[src/rtl/core/nchg_pkg.sv]
// Package for the NiMH charge phase controller: widths, constants, phase and
// register codes, the structs passed between stages, and the current clamp.
// No dependencies.
`timescale 1ns / 1ps
`default_nettype none

package nchg_pkg;

  localparam int unsigned CodeW    = 12;
  localparam int unsigned ElapsedW = 17;
  localparam int unsigned CapW     = 14;
  localparam int unsigned OffsetW  = 11;
  localparam int unsigned CfgIdxW  = 8;
  localparam int unsigned CfgDataW = 17;
  localparam int unsigned WordW    = 16;
  localparam int unsigned MaW      = 9;
  localparam int unsigned RemW     = 17;
  localparam int unsigned VfixW    = 27;
  localparam int unsigned SlopeW   = 5;

  localparam logic [CapW-1:0]            CapReset      = 14'd1700;
  localparam logic signed [OffsetW-1:0]  OffsetReset   = 11'sd30;
  localparam logic [ElapsedW-1:0]        RapidLimReset = 17'd9000;
  localparam logic [ElapsedW-1:0]        TotalLimReset = 17'd36000;

  // thresholds in mV * 4096
  localparam logic signed [VfixW-1:0] VLowFix   = 27'sd5734400;
  localparam logic signed [VfixW-1:0] VHighFix  = 27'sd6553600;
  localparam logic [24:0]             CodeScale = 25'd5100;

  localparam logic [MaW-1:0] MaMax     = 9'd400;
  // x/5 == (x*52429) >> 18 for x < 2^18
  localparam logic [15:0]    Div5Mul   = 16'd52429;
  // DAC code = 8*mA + (mA*194 + 24817)/10000
  localparam logic [7:0]     MaScale   = 8'd194;
  localparam logic [RemW-1:0] RemBias  = 17'd24817;
  // r/10000 == (r*214749) >> 31 for r < 2^17
  localparam logic [17:0]    Div10kMul = 18'd214749;
  localparam logic [WordW-1:0] DacBase = 16'h7000;

  localparam logic signed [SlopeW-1:0] SlopeMax = 5'sd8;
  localparam logic signed [SlopeW-1:0] SlopeMin = -5'sd8;

  typedef enum logic [1:0] {
    PH_PRE   = 2'd0,
    PH_RAPID = 2'd1,
    PH_PERM  = 2'd2,
    PH_DONE  = 2'd3
  } phase_e;

  typedef enum logic [CfgIdxW-1:0] {
    CFG_CAPACITY  = 8'd0,
    CFG_OFFSET    = 8'd1,
    CFG_RAPID_LIM = 8'd2,
    CFG_TOTAL_LIM = 8'd3
  } cfg_idx_e;

  typedef struct packed {
    logic signed [OffsetW-1:0] offset_mv;
    logic [ElapsedW-1:0]       rapid_limit_s;
    logic [ElapsedW-1:0]       total_limit_s;
    logic [MaW-1:0]            ma_pre;
    logic [MaW-1:0]            ma_rapid;
    logic [MaW-1:0]            ma_perm;
  } cfg_t;

  typedef struct packed {
    logic           dac_write;
    phase_e         phase;
    logic           peak_seen;
    logic           done_res;
    logic [MaW-1:0] ma;
    logic [RemW-1:0] rem;
  } stage_t;

  typedef struct packed {
    logic             dac_write;
    logic [WordW-1:0] dac_word;
    phase_e           phase;
    logic             peak_seen;
    logic             done_res;
  } res_t;

  function automatic logic [MaW-1:0] clamp_ma(input logic [12:0] val);
    logic [MaW-1:0] res;
    if (val > 13'(MaMax)) begin
      res = MaMax;
    end else begin
      res = val[MaW-1:0];
    end
    return res;
  endfunction

endpackage

`default_nettype wire

[src/rtl/core/nchg_if.sv]
// Channel interfaces of the charge phase controller: sample in, result out,
// configuration write. Depends on nchg_pkg.
`timescale 1ns / 1ps
`default_nettype none

interface nchg_in_if import nchg_pkg::*; ();
  logic                valid;
  logic                ready;
  logic [CodeW-1:0]    adc_code;
  logic [ElapsedW-1:0] elapsed_s;

  modport source (output valid, adc_code, elapsed_s, input ready);
  modport sink   (input valid, adc_code, elapsed_s, output ready);
endinterface

interface nchg_out_if import nchg_pkg::*; ();
  logic             valid;
  logic             ready;
  logic             dac_write;
  logic [WordW-1:0] dac_word;
  logic [1:0]       phase;
  logic             peak_seen;
  logic             done_res;

  modport source (output valid, dac_write, dac_word, phase, peak_seen, done_res,
                  input ready);
  modport sink   (input valid, dac_write, dac_word, phase, peak_seen, done_res,
                  output ready);
endinterface

interface nchg_cfg_if import nchg_pkg::*; ();
  logic                valid;
  logic                ready;
  logic [CfgIdxW-1:0]  index;
  logic [CfgDataW-1:0] data;

  modport source (output valid, index, data, input ready);
  modport sink   (input valid, index, data, output ready);
endinterface

`default_nettype wire

[src/rtl/core/nimh_charge_phase_controller.sv]
// NiMH charge phase controller with delta-peak end of rapid charge.
// Pipeline: input register, phase/state stage, DAC word stage. Throughput:
// one request per cycle while the result sink takes results; result_o.ready
// low holds back the full stages.
// Reset: all phase flags, slope count and previous code clear; config
// registers return to 1700 mAh, 30 mV, 9000 s, 36000 s.
// Depends on nchg_pkg, nchg_if, nchg_cfg, nchg_phase, nchg_dac.
`timescale 1ns / 1ps
`default_nettype none

module nimh_charge_phase_controller import nchg_pkg::*; (
  input  wire         clk_i,
  input  wire         rst_ni,
  nchg_in_if.sink     sample_i,
  nchg_cfg_if.sink    cfg_i,
  nchg_out_if.source  result_o
);

  logic                in_valid_q;
  logic [CodeW-1:0]    code_q;
  logic [ElapsedW-1:0] elapsed_q;
  logic                adv_in, adv_phase, adv_out;
  logic                stage_valid, res_valid;
  cfg_t                cfg;
  stage_t              stage;
  res_t                res;

  assign adv_out   = !res_valid || result_o.ready;
  assign adv_phase = !stage_valid || adv_out;
  assign adv_in    = !in_valid_q || adv_phase;
  assign sample_i.ready = adv_in;

  always_ff @(posedge clk_i or negedge rst_ni) begin
    if (!rst_ni) begin
      in_valid_q <= 1'b0;
    end else if (adv_in) begin
      in_valid_q <= sample_i.valid;
    end
  end

  always_ff @(posedge clk_i) begin
    if (adv_in && sample_i.valid) begin
      code_q    <= sample_i.adc_code;
      elapsed_q <= sample_i.elapsed_s;
    end
  end

  nchg_cfg u_cfg (
    .clk_i  (clk_i),
    .rst_ni (rst_ni),
    .cfg_i  (cfg_i),
    .cfg_o  (cfg)
  );

  nchg_phase u_phase (
    .clk_i     (clk_i),
    .rst_ni    (rst_ni),
    .valid_i   (in_valid_q),
    .code_i    (code_q),
    .elapsed_i (elapsed_q),
    .cfg_i     (cfg),
    .adv_i     (adv_phase),
    .valid_o   (stage_valid),
    .stage_o   (stage)
  );

  nchg_dac u_dac (
    .clk_i   (clk_i),
    .rst_ni  (rst_ni),
    .valid_i (stage_valid),
    .stage_i (stage),
    .adv_i   (adv_out),
    .valid_o (res_valid),
    .res_o   (res)
  );

  assign result_o.valid     = res_valid;
  assign result_o.dac_write = res.dac_write;
  assign result_o.dac_word  = res.dac_word;
  assign result_o.phase     = res.phase;
  assign result_o.peak_seen = res.peak_seen;
  assign result_o.done_res  = res.done_res;

  a_word_base: assert property (@(posedge clk_i) disable iff (!rst_ni)
    result_o.valid && result_o.dac_write |-> result_o.dac_word[15:12] == DacBase[15:12])
    else $error("DAC word without command nibble");

  a_word_idle: assert property (@(posedge clk_i) disable iff (!rst_ni)
    result_o.valid && !result_o.dac_write |-> result_o.dac_word == '0)
    else $error("DAC word set without a write");

  a_done_phase: assert property (@(posedge clk_i) disable iff (!rst_ni)
    result_o.valid && result_o.done_res |-> result_o.phase == PH_DONE)
    else $error("complete flag outside complete phase");

  a_stall_holds: assert property (@(posedge clk_i) disable iff (!rst_ni)
    stage_valid && !adv_phase |=> stage_valid && $stable(stage))
    else $error("stage result lost under stall");

endmodule

`default_nettype wire

[src/rtl/core/nchg_cfg.sv]
// Configuration registers and the per-phase current values derived from
// the capacity register. Depends on nchg_pkg and nchg_if.
`timescale 1ns / 1ps
`default_nettype none

module nchg_cfg import nchg_pkg::*; (
  input  wire        clk_i,
  input  wire        rst_ni,
  nchg_cfg_if.sink   cfg_i,
  output cfg_t       cfg_o
);

  logic [CapW-1:0]           capacity_q;
  logic signed [OffsetW-1:0] offset_q;
  logic [ElapsedW-1:0]       rapid_lim_q;
  logic [ElapsedW-1:0]       total_lim_q;
  logic [MaW-1:0]            ma_pre_q, ma_rapid_q, ma_perm_q;
  logic [28:0]               tenth_prod, twentieth_prod;

  assign cfg_i.ready = 1'b1;

  always_ff @(posedge clk_i or negedge rst_ni) begin
    if (!rst_ni) begin
      capacity_q  <= CapReset;
      offset_q    <= OffsetReset;
      rapid_lim_q <= RapidLimReset;
      total_lim_q <= TotalLimReset;
    end else if (cfg_i.valid) begin
      unique case (cfg_idx_e'(cfg_i.index))
        CFG_CAPACITY:  capacity_q  <= cfg_i.data[CapW-1:0];
        CFG_OFFSET:    offset_q    <= $signed(cfg_i.data[OffsetW-1:0]);
        CFG_RAPID_LIM: rapid_lim_q <= cfg_i.data[ElapsedW-1:0];
        CFG_TOTAL_LIM: total_lim_q <= cfg_i.data[ElapsedW-1:0];
        default: ;
      endcase
    end
  end

  // capacity/10 = (capacity/2)/5, capacity/20 = (capacity/4)/5
  assign tenth_prod     = 29'(capacity_q[CapW-1:1]) * 29'(Div5Mul);
  assign twentieth_prod = 29'(capacity_q[CapW-1:2]) * 29'(Div5Mul);

  always_ff @(posedge clk_i) begin
    ma_pre_q   <= clamp_ma(13'(tenth_prod[28:18]));
    ma_rapid_q <= clamp_ma(capacity_q[CapW-1:1]);
    ma_perm_q  <= clamp_ma(13'(twentieth_prod[28:18]));
  end

  always_comb begin
    cfg_o.offset_mv     = offset_q;
    cfg_o.rapid_limit_s = rapid_lim_q;
    cfg_o.total_limit_s = total_lim_q;
    cfg_o.ma_pre        = ma_pre_q;
    cfg_o.ma_rapid      = ma_rapid_q;
    cfg_o.ma_perm       = ma_perm_q;
  end

endmodule

`default_nettype wire

[src/rtl/core/nchg_phase.sv]
// Phase selection, start flags, delta-peak slope counter and sticky
// completion; registers the per-request stage result. Depends on nchg_pkg.
`timescale 1ns / 1ps
`default_nettype none

module nchg_phase import nchg_pkg::*; (
  input  wire                 clk_i,
  input  wire                 rst_ni,
  input  wire                 valid_i,
  input  wire [CodeW-1:0]     code_i,
  input  wire [ElapsedW-1:0]  elapsed_i,
  input  cfg_t                cfg_i,
  input  wire                 adv_i,
  output logic                valid_o,
  output stage_t              stage_o
);

  logic pre_q, pre_d, rapid_q, rapid_d, perm_q, perm_d;
  logic peak_q, peak_d, done_q, done_d;
  logic [CodeW-1:0]         prev_q, prev_d;
  logic signed [SlopeW-1:0] slope_q, slope_d;
  logic [24:0]              code_mv;
  logic signed [VfixW-1:0]  vfix;
  logic [16:0]              ma_term;
  logic                     valid_q;
  stage_t                   st, stage_q;

  assign code_mv = 25'(code_i) * CodeScale;
  assign vfix    = $signed({2'b00, code_mv}) +
                   $signed({{4{cfg_i.offset_mv[OffsetW-1]}}, cfg_i.offset_mv, 12'b0});

  always_comb begin
    pre_d   = pre_q;
    rapid_d = rapid_q;
    perm_d  = perm_q;
    peak_d  = peak_q;
    done_d  = done_q;
    prev_d  = prev_q;
    slope_d = slope_q;
    st      = '0;
    st.phase = PH_DONE;
    priority if (done_q) begin
      st.phase = PH_DONE;
    end else if (vfix <= VLowFix) begin
      st.phase = PH_PRE;
      if (!pre_q) begin
        pre_d        = 1'b1;
        st.dac_write = 1'b1;
        st.ma        = cfg_i.ma_pre;
      end
    end else if (vfix <= VHighFix && elapsed_i < cfg_i.rapid_limit_s && !peak_q) begin
      st.phase = PH_RAPID;
      if (!rapid_q) begin
        rapid_d      = 1'b1;
        st.dac_write = 1'b1;
        st.ma        = cfg_i.ma_rapid;
      end
      priority if (code_i > prev_q) begin
        if (slope_q != SlopeMax) begin
          slope_d = slope_q + 5'sd1;
        end
        prev_d = code_i;
      end else if (code_i < prev_q) begin
        slope_d = slope_q - 5'sd1;
        if (slope_q == SlopeMin) begin
          peak_d = 1'b1;
        end else begin
          prev_d = code_i;
        end
      end else begin
        prev_d = code_i;
      end
    end else if (elapsed_i < cfg_i.total_limit_s) begin
      st.phase = PH_PERM;
      if (!perm_q) begin
        perm_d       = 1'b1;
        st.dac_write = 1'b1;
        st.ma        = cfg_i.ma_perm;
      end
    end else begin
      st.phase     = PH_DONE;
      done_d       = 1'b1;
      st.dac_write = 1'b1;
    end
    st.peak_seen = peak_d;
    st.done_res  = done_d;
    ma_term      = 17'(st.ma) * 17'(MaScale);
    st.rem       = ma_term + RemBias;
  end

  always_ff @(posedge clk_i or negedge rst_ni) begin
    if (!rst_ni) begin
      pre_q   <= 1'b0;
      rapid_q <= 1'b0;
      perm_q  <= 1'b0;
      peak_q  <= 1'b0;
      done_q  <= 1'b0;
      prev_q  <= '0;
      slope_q <= '0;
      valid_q <= 1'b0;
    end else if (adv_i) begin
      valid_q <= valid_i;
      if (valid_i) begin
        pre_q   <= pre_d;
        rapid_q <= rapid_d;
        perm_q  <= perm_d;
        peak_q  <= peak_d;
        done_q  <= done_d;
        prev_q  <= prev_d;
        slope_q <= slope_d;
      end
    end
  end

  always_ff @(posedge clk_i) begin
    if (adv_i && valid_i) begin
      stage_q <= st;
    end
  end

  assign valid_o = valid_q;
  assign stage_o = stage_q;

endmodule

`default_nettype wire

[src/rtl/core/nchg_dac.sv]
// DAC word assembly and the result register.
// Depends on nchg_pkg.
`timescale 1ns / 1ps
`default_nettype none

module nchg_dac import nchg_pkg::*; (
  input  wire     clk_i,
  input  wire     rst_ni,
  input  wire     valid_i,
  input  stage_t  stage_i,
  input  wire     adv_i,
  output logic    valid_o,
  output res_t    res_o
);

  logic [34:0]      quot_prod;
  logic [3:0]       quot;
  logic [WordW-1:0] word;
  logic             valid_q;
  res_t             res_d, res_q;

  assign quot_prod = 35'(stage_i.rem) * 35'(Div10kMul);
  assign quot      = quot_prod[34:31];

  always_comb begin
    if (!stage_i.dac_write) begin
      word = '0;
    end else if (stage_i.phase == PH_DONE) begin
      word = DacBase;
    end else begin
      word = DacBase + 16'({stage_i.ma, 3'b000}) + 16'(quot);
    end
    res_d.dac_write = stage_i.dac_write;
    res_d.dac_word  = word;
    res_d.phase     = stage_i.phase;
    res_d.peak_seen = stage_i.peak_seen;
    res_d.done_res  = stage_i.done_res;
  end

  always_ff @(posedge clk_i or negedge rst_ni) begin
    if (!rst_ni) begin
      valid_q <= 1'b0;
    end else if (adv_i) begin
      valid_q <= valid_i;
    end
  end

  always_ff @(posedge clk_i) begin
    if (adv_i && valid_i) begin
      res_q <= res_d;
    end
  end

  assign valid_o = valid_q;
  assign res_o   = res_q;

endmodule

`default_nettype wire

[src/flat_wrapper.sv]
// flat-port wrapper written by rule: the top's interface ports become plain ports
module nimh_charge_phase_controller_flat import nchg_pkg::*;
  (clk_i, rst_ni, sample_i_valid, sample_i_adc_code, sample_i_elapsed_s, sample_i_ready, cfg_i_valid, cfg_i_index, cfg_i_data, cfg_i_ready, result_o_valid, result_o_dac_write, result_o_dac_word, result_o_phase, result_o_peak_seen, result_o_done_res, result_o_ready);
  nchg_in_if sample_i_i ();
  nchg_cfg_if cfg_i_i ();
  nchg_out_if result_o_i ();
  input  wire clk_i;
  input  wire rst_ni;
  input wire logic [$bits(sample_i_i.valid)-1:0] sample_i_valid;
  input wire logic [$bits(sample_i_i.adc_code)-1:0] sample_i_adc_code;
  input wire logic [$bits(sample_i_i.elapsed_s)-1:0] sample_i_elapsed_s;
  output wire logic [$bits(sample_i_i.ready)-1:0] sample_i_ready;
  input wire logic [$bits(cfg_i_i.valid)-1:0] cfg_i_valid;
  input wire logic [$bits(cfg_i_i.index)-1:0] cfg_i_index;
  input wire logic [$bits(cfg_i_i.data)-1:0] cfg_i_data;
  output wire logic [$bits(cfg_i_i.ready)-1:0] cfg_i_ready;
  output wire logic [$bits(result_o_i.valid)-1:0] result_o_valid;
  output wire logic [$bits(result_o_i.dac_write)-1:0] result_o_dac_write;
  output wire logic [$bits(result_o_i.dac_word)-1:0] result_o_dac_word;
  output wire logic [$bits(result_o_i.phase)-1:0] result_o_phase;
  output wire logic [$bits(result_o_i.peak_seen)-1:0] result_o_peak_seen;
  output wire logic [$bits(result_o_i.done_res)-1:0] result_o_done_res;
  input wire logic [$bits(result_o_i.ready)-1:0] result_o_ready;
  assign sample_i_i.valid = sample_i_valid;
  assign sample_i_i.adc_code = sample_i_adc_code;
  assign sample_i_i.elapsed_s = sample_i_elapsed_s;
  assign sample_i_ready = sample_i_i.ready;
  assign cfg_i_i.valid = cfg_i_valid;
  assign cfg_i_i.index = cfg_i_index;
  assign cfg_i_i.data = cfg_i_data;
  assign cfg_i_ready = cfg_i_i.ready;
  assign result_o_valid = result_o_i.valid;
  assign result_o_dac_write = result_o_i.dac_write;
  assign result_o_dac_word = result_o_i.dac_word;
  assign result_o_phase = result_o_i.phase;
  assign result_o_peak_seen = result_o_i.peak_seen;
  assign result_o_done_res = result_o_i.done_res;
  assign result_o_i.ready = result_o_ready;
  nimh_charge_phase_controller u_core (.clk_i(clk_i), .rst_ni(rst_ni), .sample_i(sample_i_i), .cfg_i(cfg_i_i), .result_o(result_o_i));
endmodule
[config.mk]
export PLATFORM = sky130hd
export DESIGN_NAME = nimh_charge_phase_controller_flat
export DESIGN_NICKNAME = d
export VERILOG_FILES = /design/src/rtl/core/nchg_pkg.sv /design/src/rtl/core/nchg_if.sv /design/src/rtl/core/nimh_charge_phase_controller.sv /design/src/rtl/core/nchg_cfg.sv /design/src/rtl/core/nchg_phase.sv /design/src/rtl/core/nchg_dac.sv /design/src/flat_wrapper.sv
export SDC_FILE = /design/constraint.sdc
export NUM_CORES = 1
export LEC_CHECK = 0
export BUFFER_PORTS_ARGS = -buffer_cell sky130_fd_sc_hd__buf_2
export CAP_MARGIN = 20
export CORE_MARGIN = 2
export CORE_UTILIZATION = 45
export CTS_BUF_LIST = sky130_fd_sc_hd__clkbuf_8
export DETAILED_ROUTE_END_ITERATION = 8
export SYNTH_ARGS = -nofsm -noshare
export SYNTH_HDL_FRONTEND = slang
export SYNTH_SLANG_ARGS = --single-unit
export TNS_END_PERCENT = 5
[constraint.sdc]
create_clock -name clk_i -period 27.7 [get_ports clk_i]
set_clock_uncertainty 0.2 [all_clocks]
set_input_delay 6.925 -clock clk_i [delete_from_list [all_inputs] [get_ports clk_i]]
set_output_delay 6.925 -clock clk_i [all_outputs]
set_load 0.01 [all_outputs]
==> reports/qor.yml <==
status:
  run_status: "finished clean"
clock_tree:
  htree_levels: 4
  clkTransAtPathRegs_ns: 0.10
  cts_tree: "yes"
  max-clock-path-buffers: 2
  cts_made_buffers: 17
  ctsHoldBuffers: 0
  postCtsSetupRepairBufs: 0
  clock_latency_ns: 0.55
  cts_resized: 0
  cts_sinks: 187
  clockRootBuffer: "clkbuf_8"
logic_synthesis:
  ys.flop_type: "edfxtp_1"
  syn_inst: 2127
  postSynth.asyncResetShare_pct: 44.4
  synth-edff-count: 77
  synth_area_um2: 22300
  ys_ff_latch: 187
  syn_nets: 2853
  netlist-cell-type-count: 90
  syn_area_per_cell_um2: 10.5
  ys_seq_area_share_pct: 22.2
  yosysWarnings: 0
sta:
  period_needed_ns: 14.59
  rsz0062_at_grt: "false"
  relSlewSlack_pct: 29.8
  setup_viol: 0
  hold_viol: 0
  maxSlewViolCount: 0
  max_slew.worst_pin.slew_ns: 1.05
  period_share_pct: 52.7
  max_clock_freq_mhz: 68.5
  fin_tns_setup_ns: 0
  fin_ws_ns: 13.11
floorplan:
  io_pins: 83
  core_region_area_um2: 49000
  die_w_um: 227
  start_util_pct: 45.6
  die_area_um2: 51400
  rows: 81
  die_height_um: 227
global_routing:
  grt_max_degree: 59
  grt_antenna_before_repair: 2
  grt_pass1_wl_um: 84100
  grt_pass1_vias: 15700
  track_usage_pct: 21.3
  grt-ovfl-total: 0
detailed_routing:
  drcViolationCount: 0
  ant_nets: 0
  route.vias.total: 14800
  firstDrtPassIters: 5
  routed_via_density: 5.11
  drt-initial-drc-count: 572
  wire_per_inst_um: 17.3
  wirelength_um: 50100
placement:
  portBuffers: 81
  place_ws_ns: 13.12
  dp_hpwl_um: 42800
  globalplace.congestion: 0.908
finish:
  multi_input_area_um2: 15500
  drive_gt1_share_pct: 10.6
  fill_cells: 4516
  areaGrowthSynthToFinish_pct: 7.42
  layout.nets: 2940
  seq_area_um2: 4950
critical_path:
  end_kind: "primary output"
  cp-start-kind: "primary input"
  crit_required_ns: 20.58
  crit_type: "in -> out"
  crit_fanout: 3
  arrival_ns: 7.47
min_path:
  hp-class: "reg -> reg"
flow_run:
  drv_cap: 0
-- critical path: stages --
cell,delay (ns)
buf_2,0.10
nor2b_1,0.15
nand3_1,0.13
buf_2,0.16
-- state kept, by name, summed over array words and instances, names as in the netlist, 5 cells and up --
name,flops
u_core.elapsed_q,17
u_core.u_phase.slope_q,5
u_core.u_cfg.offset_q,11
u_core.u_cfg.rapid_lim_q,17
u_core.code_q,12
u_core.u_cfg.ma_perm_q,9
u_core.u_cfg.capacity_q,13
u_core.u_cfg.ma_pre_q,9
u_core.u_phase.prev_q,12
u_core.u_phase.stage_o,27
u_core.u_dac.res_o,21
u_core.u_cfg.ma_rapid_q,9
u_core.u_cfg.total_lim_q,17
-- per-stage QoR --
stage               cell area, µm²  utilization, %  hold WS, ns  instances
CTS                          23900            48.9        0.277       2889
floorplan                    22300               -        0.200       2127
finish                       24000            48.9        0.274       2892
global placement             23500            48.0        0.263       2857
global route                 24000            48.9        0.287       2891
detailed placement           23500            48.0        0.263       2857
-- cell usage after synthesis (15+ instances only) --
library cell	instances	share of area, %
inv_1	466	7.8
ha_1	421	24
fa_1	246	22
nand2_1	84	1.4
edfxtp_1	77	10
o21ai_0	70	1.6
a21oi_1	64	1.4
dfrtp_1	64	7.2
nor2_1	58	0.98
xnor2_1	55	2.2
a21o_1	49	1.6
mux2_2	49	2.5
nand3_1	33	0.74
dfxtp_1	27	2.4
xor2_1	27	1.1
and2_1	19	0.53
dfstp_2	19	2.2
a211oi_1	16	0.54
a31oi_1	16	0.45
nor3_1	16	0.36
and3_1	15	0.42
nand4_1	15	0.42
-- cells by family after synthesis --
| logic type | synth area share, % |
|---|---|
| other cells | 0.0168 |
| buf+inv | 8.19 |
| fa+ha+maj | 45.7 |
| simple gates | 7.67 |
| compound gates | 10.2 |
| mux | 2.75 |
| flops | 22.2 |
| xor+xnor | 3.22 |
-- final timing paths --
kind,from,endpoint,slack (ns),cells after the start
hold / removal,u_core.u_phase.stage_o[27],u_core.u_dac.res_o[1],0.27,0
hold reg to reg,u_core.u_phase.stage_o[27],u_core.u_dac.res_o[1],0.27,0
min in group asynchronous,rst_ni,u_core.u_phase.prev_q[6],6.08,1
max in group asynchronous,rst_ni,u_core.u_cfg.capacity_q[11],20.05,2
setup reg to reg,u_core.code_q[4],u_core.u_phase.stage_o[16],15.97,45
setup / recovery,result_o_ready,sample_i_ready,13.11,4
-- cell type report --
class	instances	share of cell area (%)
multi-input cells	1455	64.8
flip-flops and latches	187	20.7
inverters	468	7.33
well taps	664	3.47
repair buffers	85	1.91
clock buffers	17	0.977
clock inverters	15	0.809
diodes	1	0.0104
-- cell usage in the layout, fill, tap and decap left out, types with 11 or more instances in the layout --
cell type,instances
and3_1,15
buf_2,80
and2_1,18
a21o_1,49
nand2b_1,14
nor2_1,58
or2_2,14
a31oi_1,16
xor2_1,27
ha_1,421
dfstp_2,19
edfxtp_1,77
inv_1,466
nand2_1,84
nand3_1,33
xnor2_1,55
a21oi_1,64
clkbuf_8,17
fa_1,246
nor3_1,16
o21ai_0,70
dfrtp_1,64
a211oi_1,16
nand4_1,15
dfxtp_1,27
mux2_2,49
o21a_1,11
-- routing by layer --
metal  part of all wire [%]  vias up  wire [µm]  GRT usage (%)
met5                  0.022        -         11              0
met4                    2.3        2       1170           5.90
met3                    2.5       53       1260           2.90
met2                     48      196      23900           35.8
met1                     47     7230      23800           28.9
li1                       -     7285          -              -
Power is left out: the tool's default activity adds up to more than one toggle a clock period on the data nets, which glitch-free logic cannot reach.
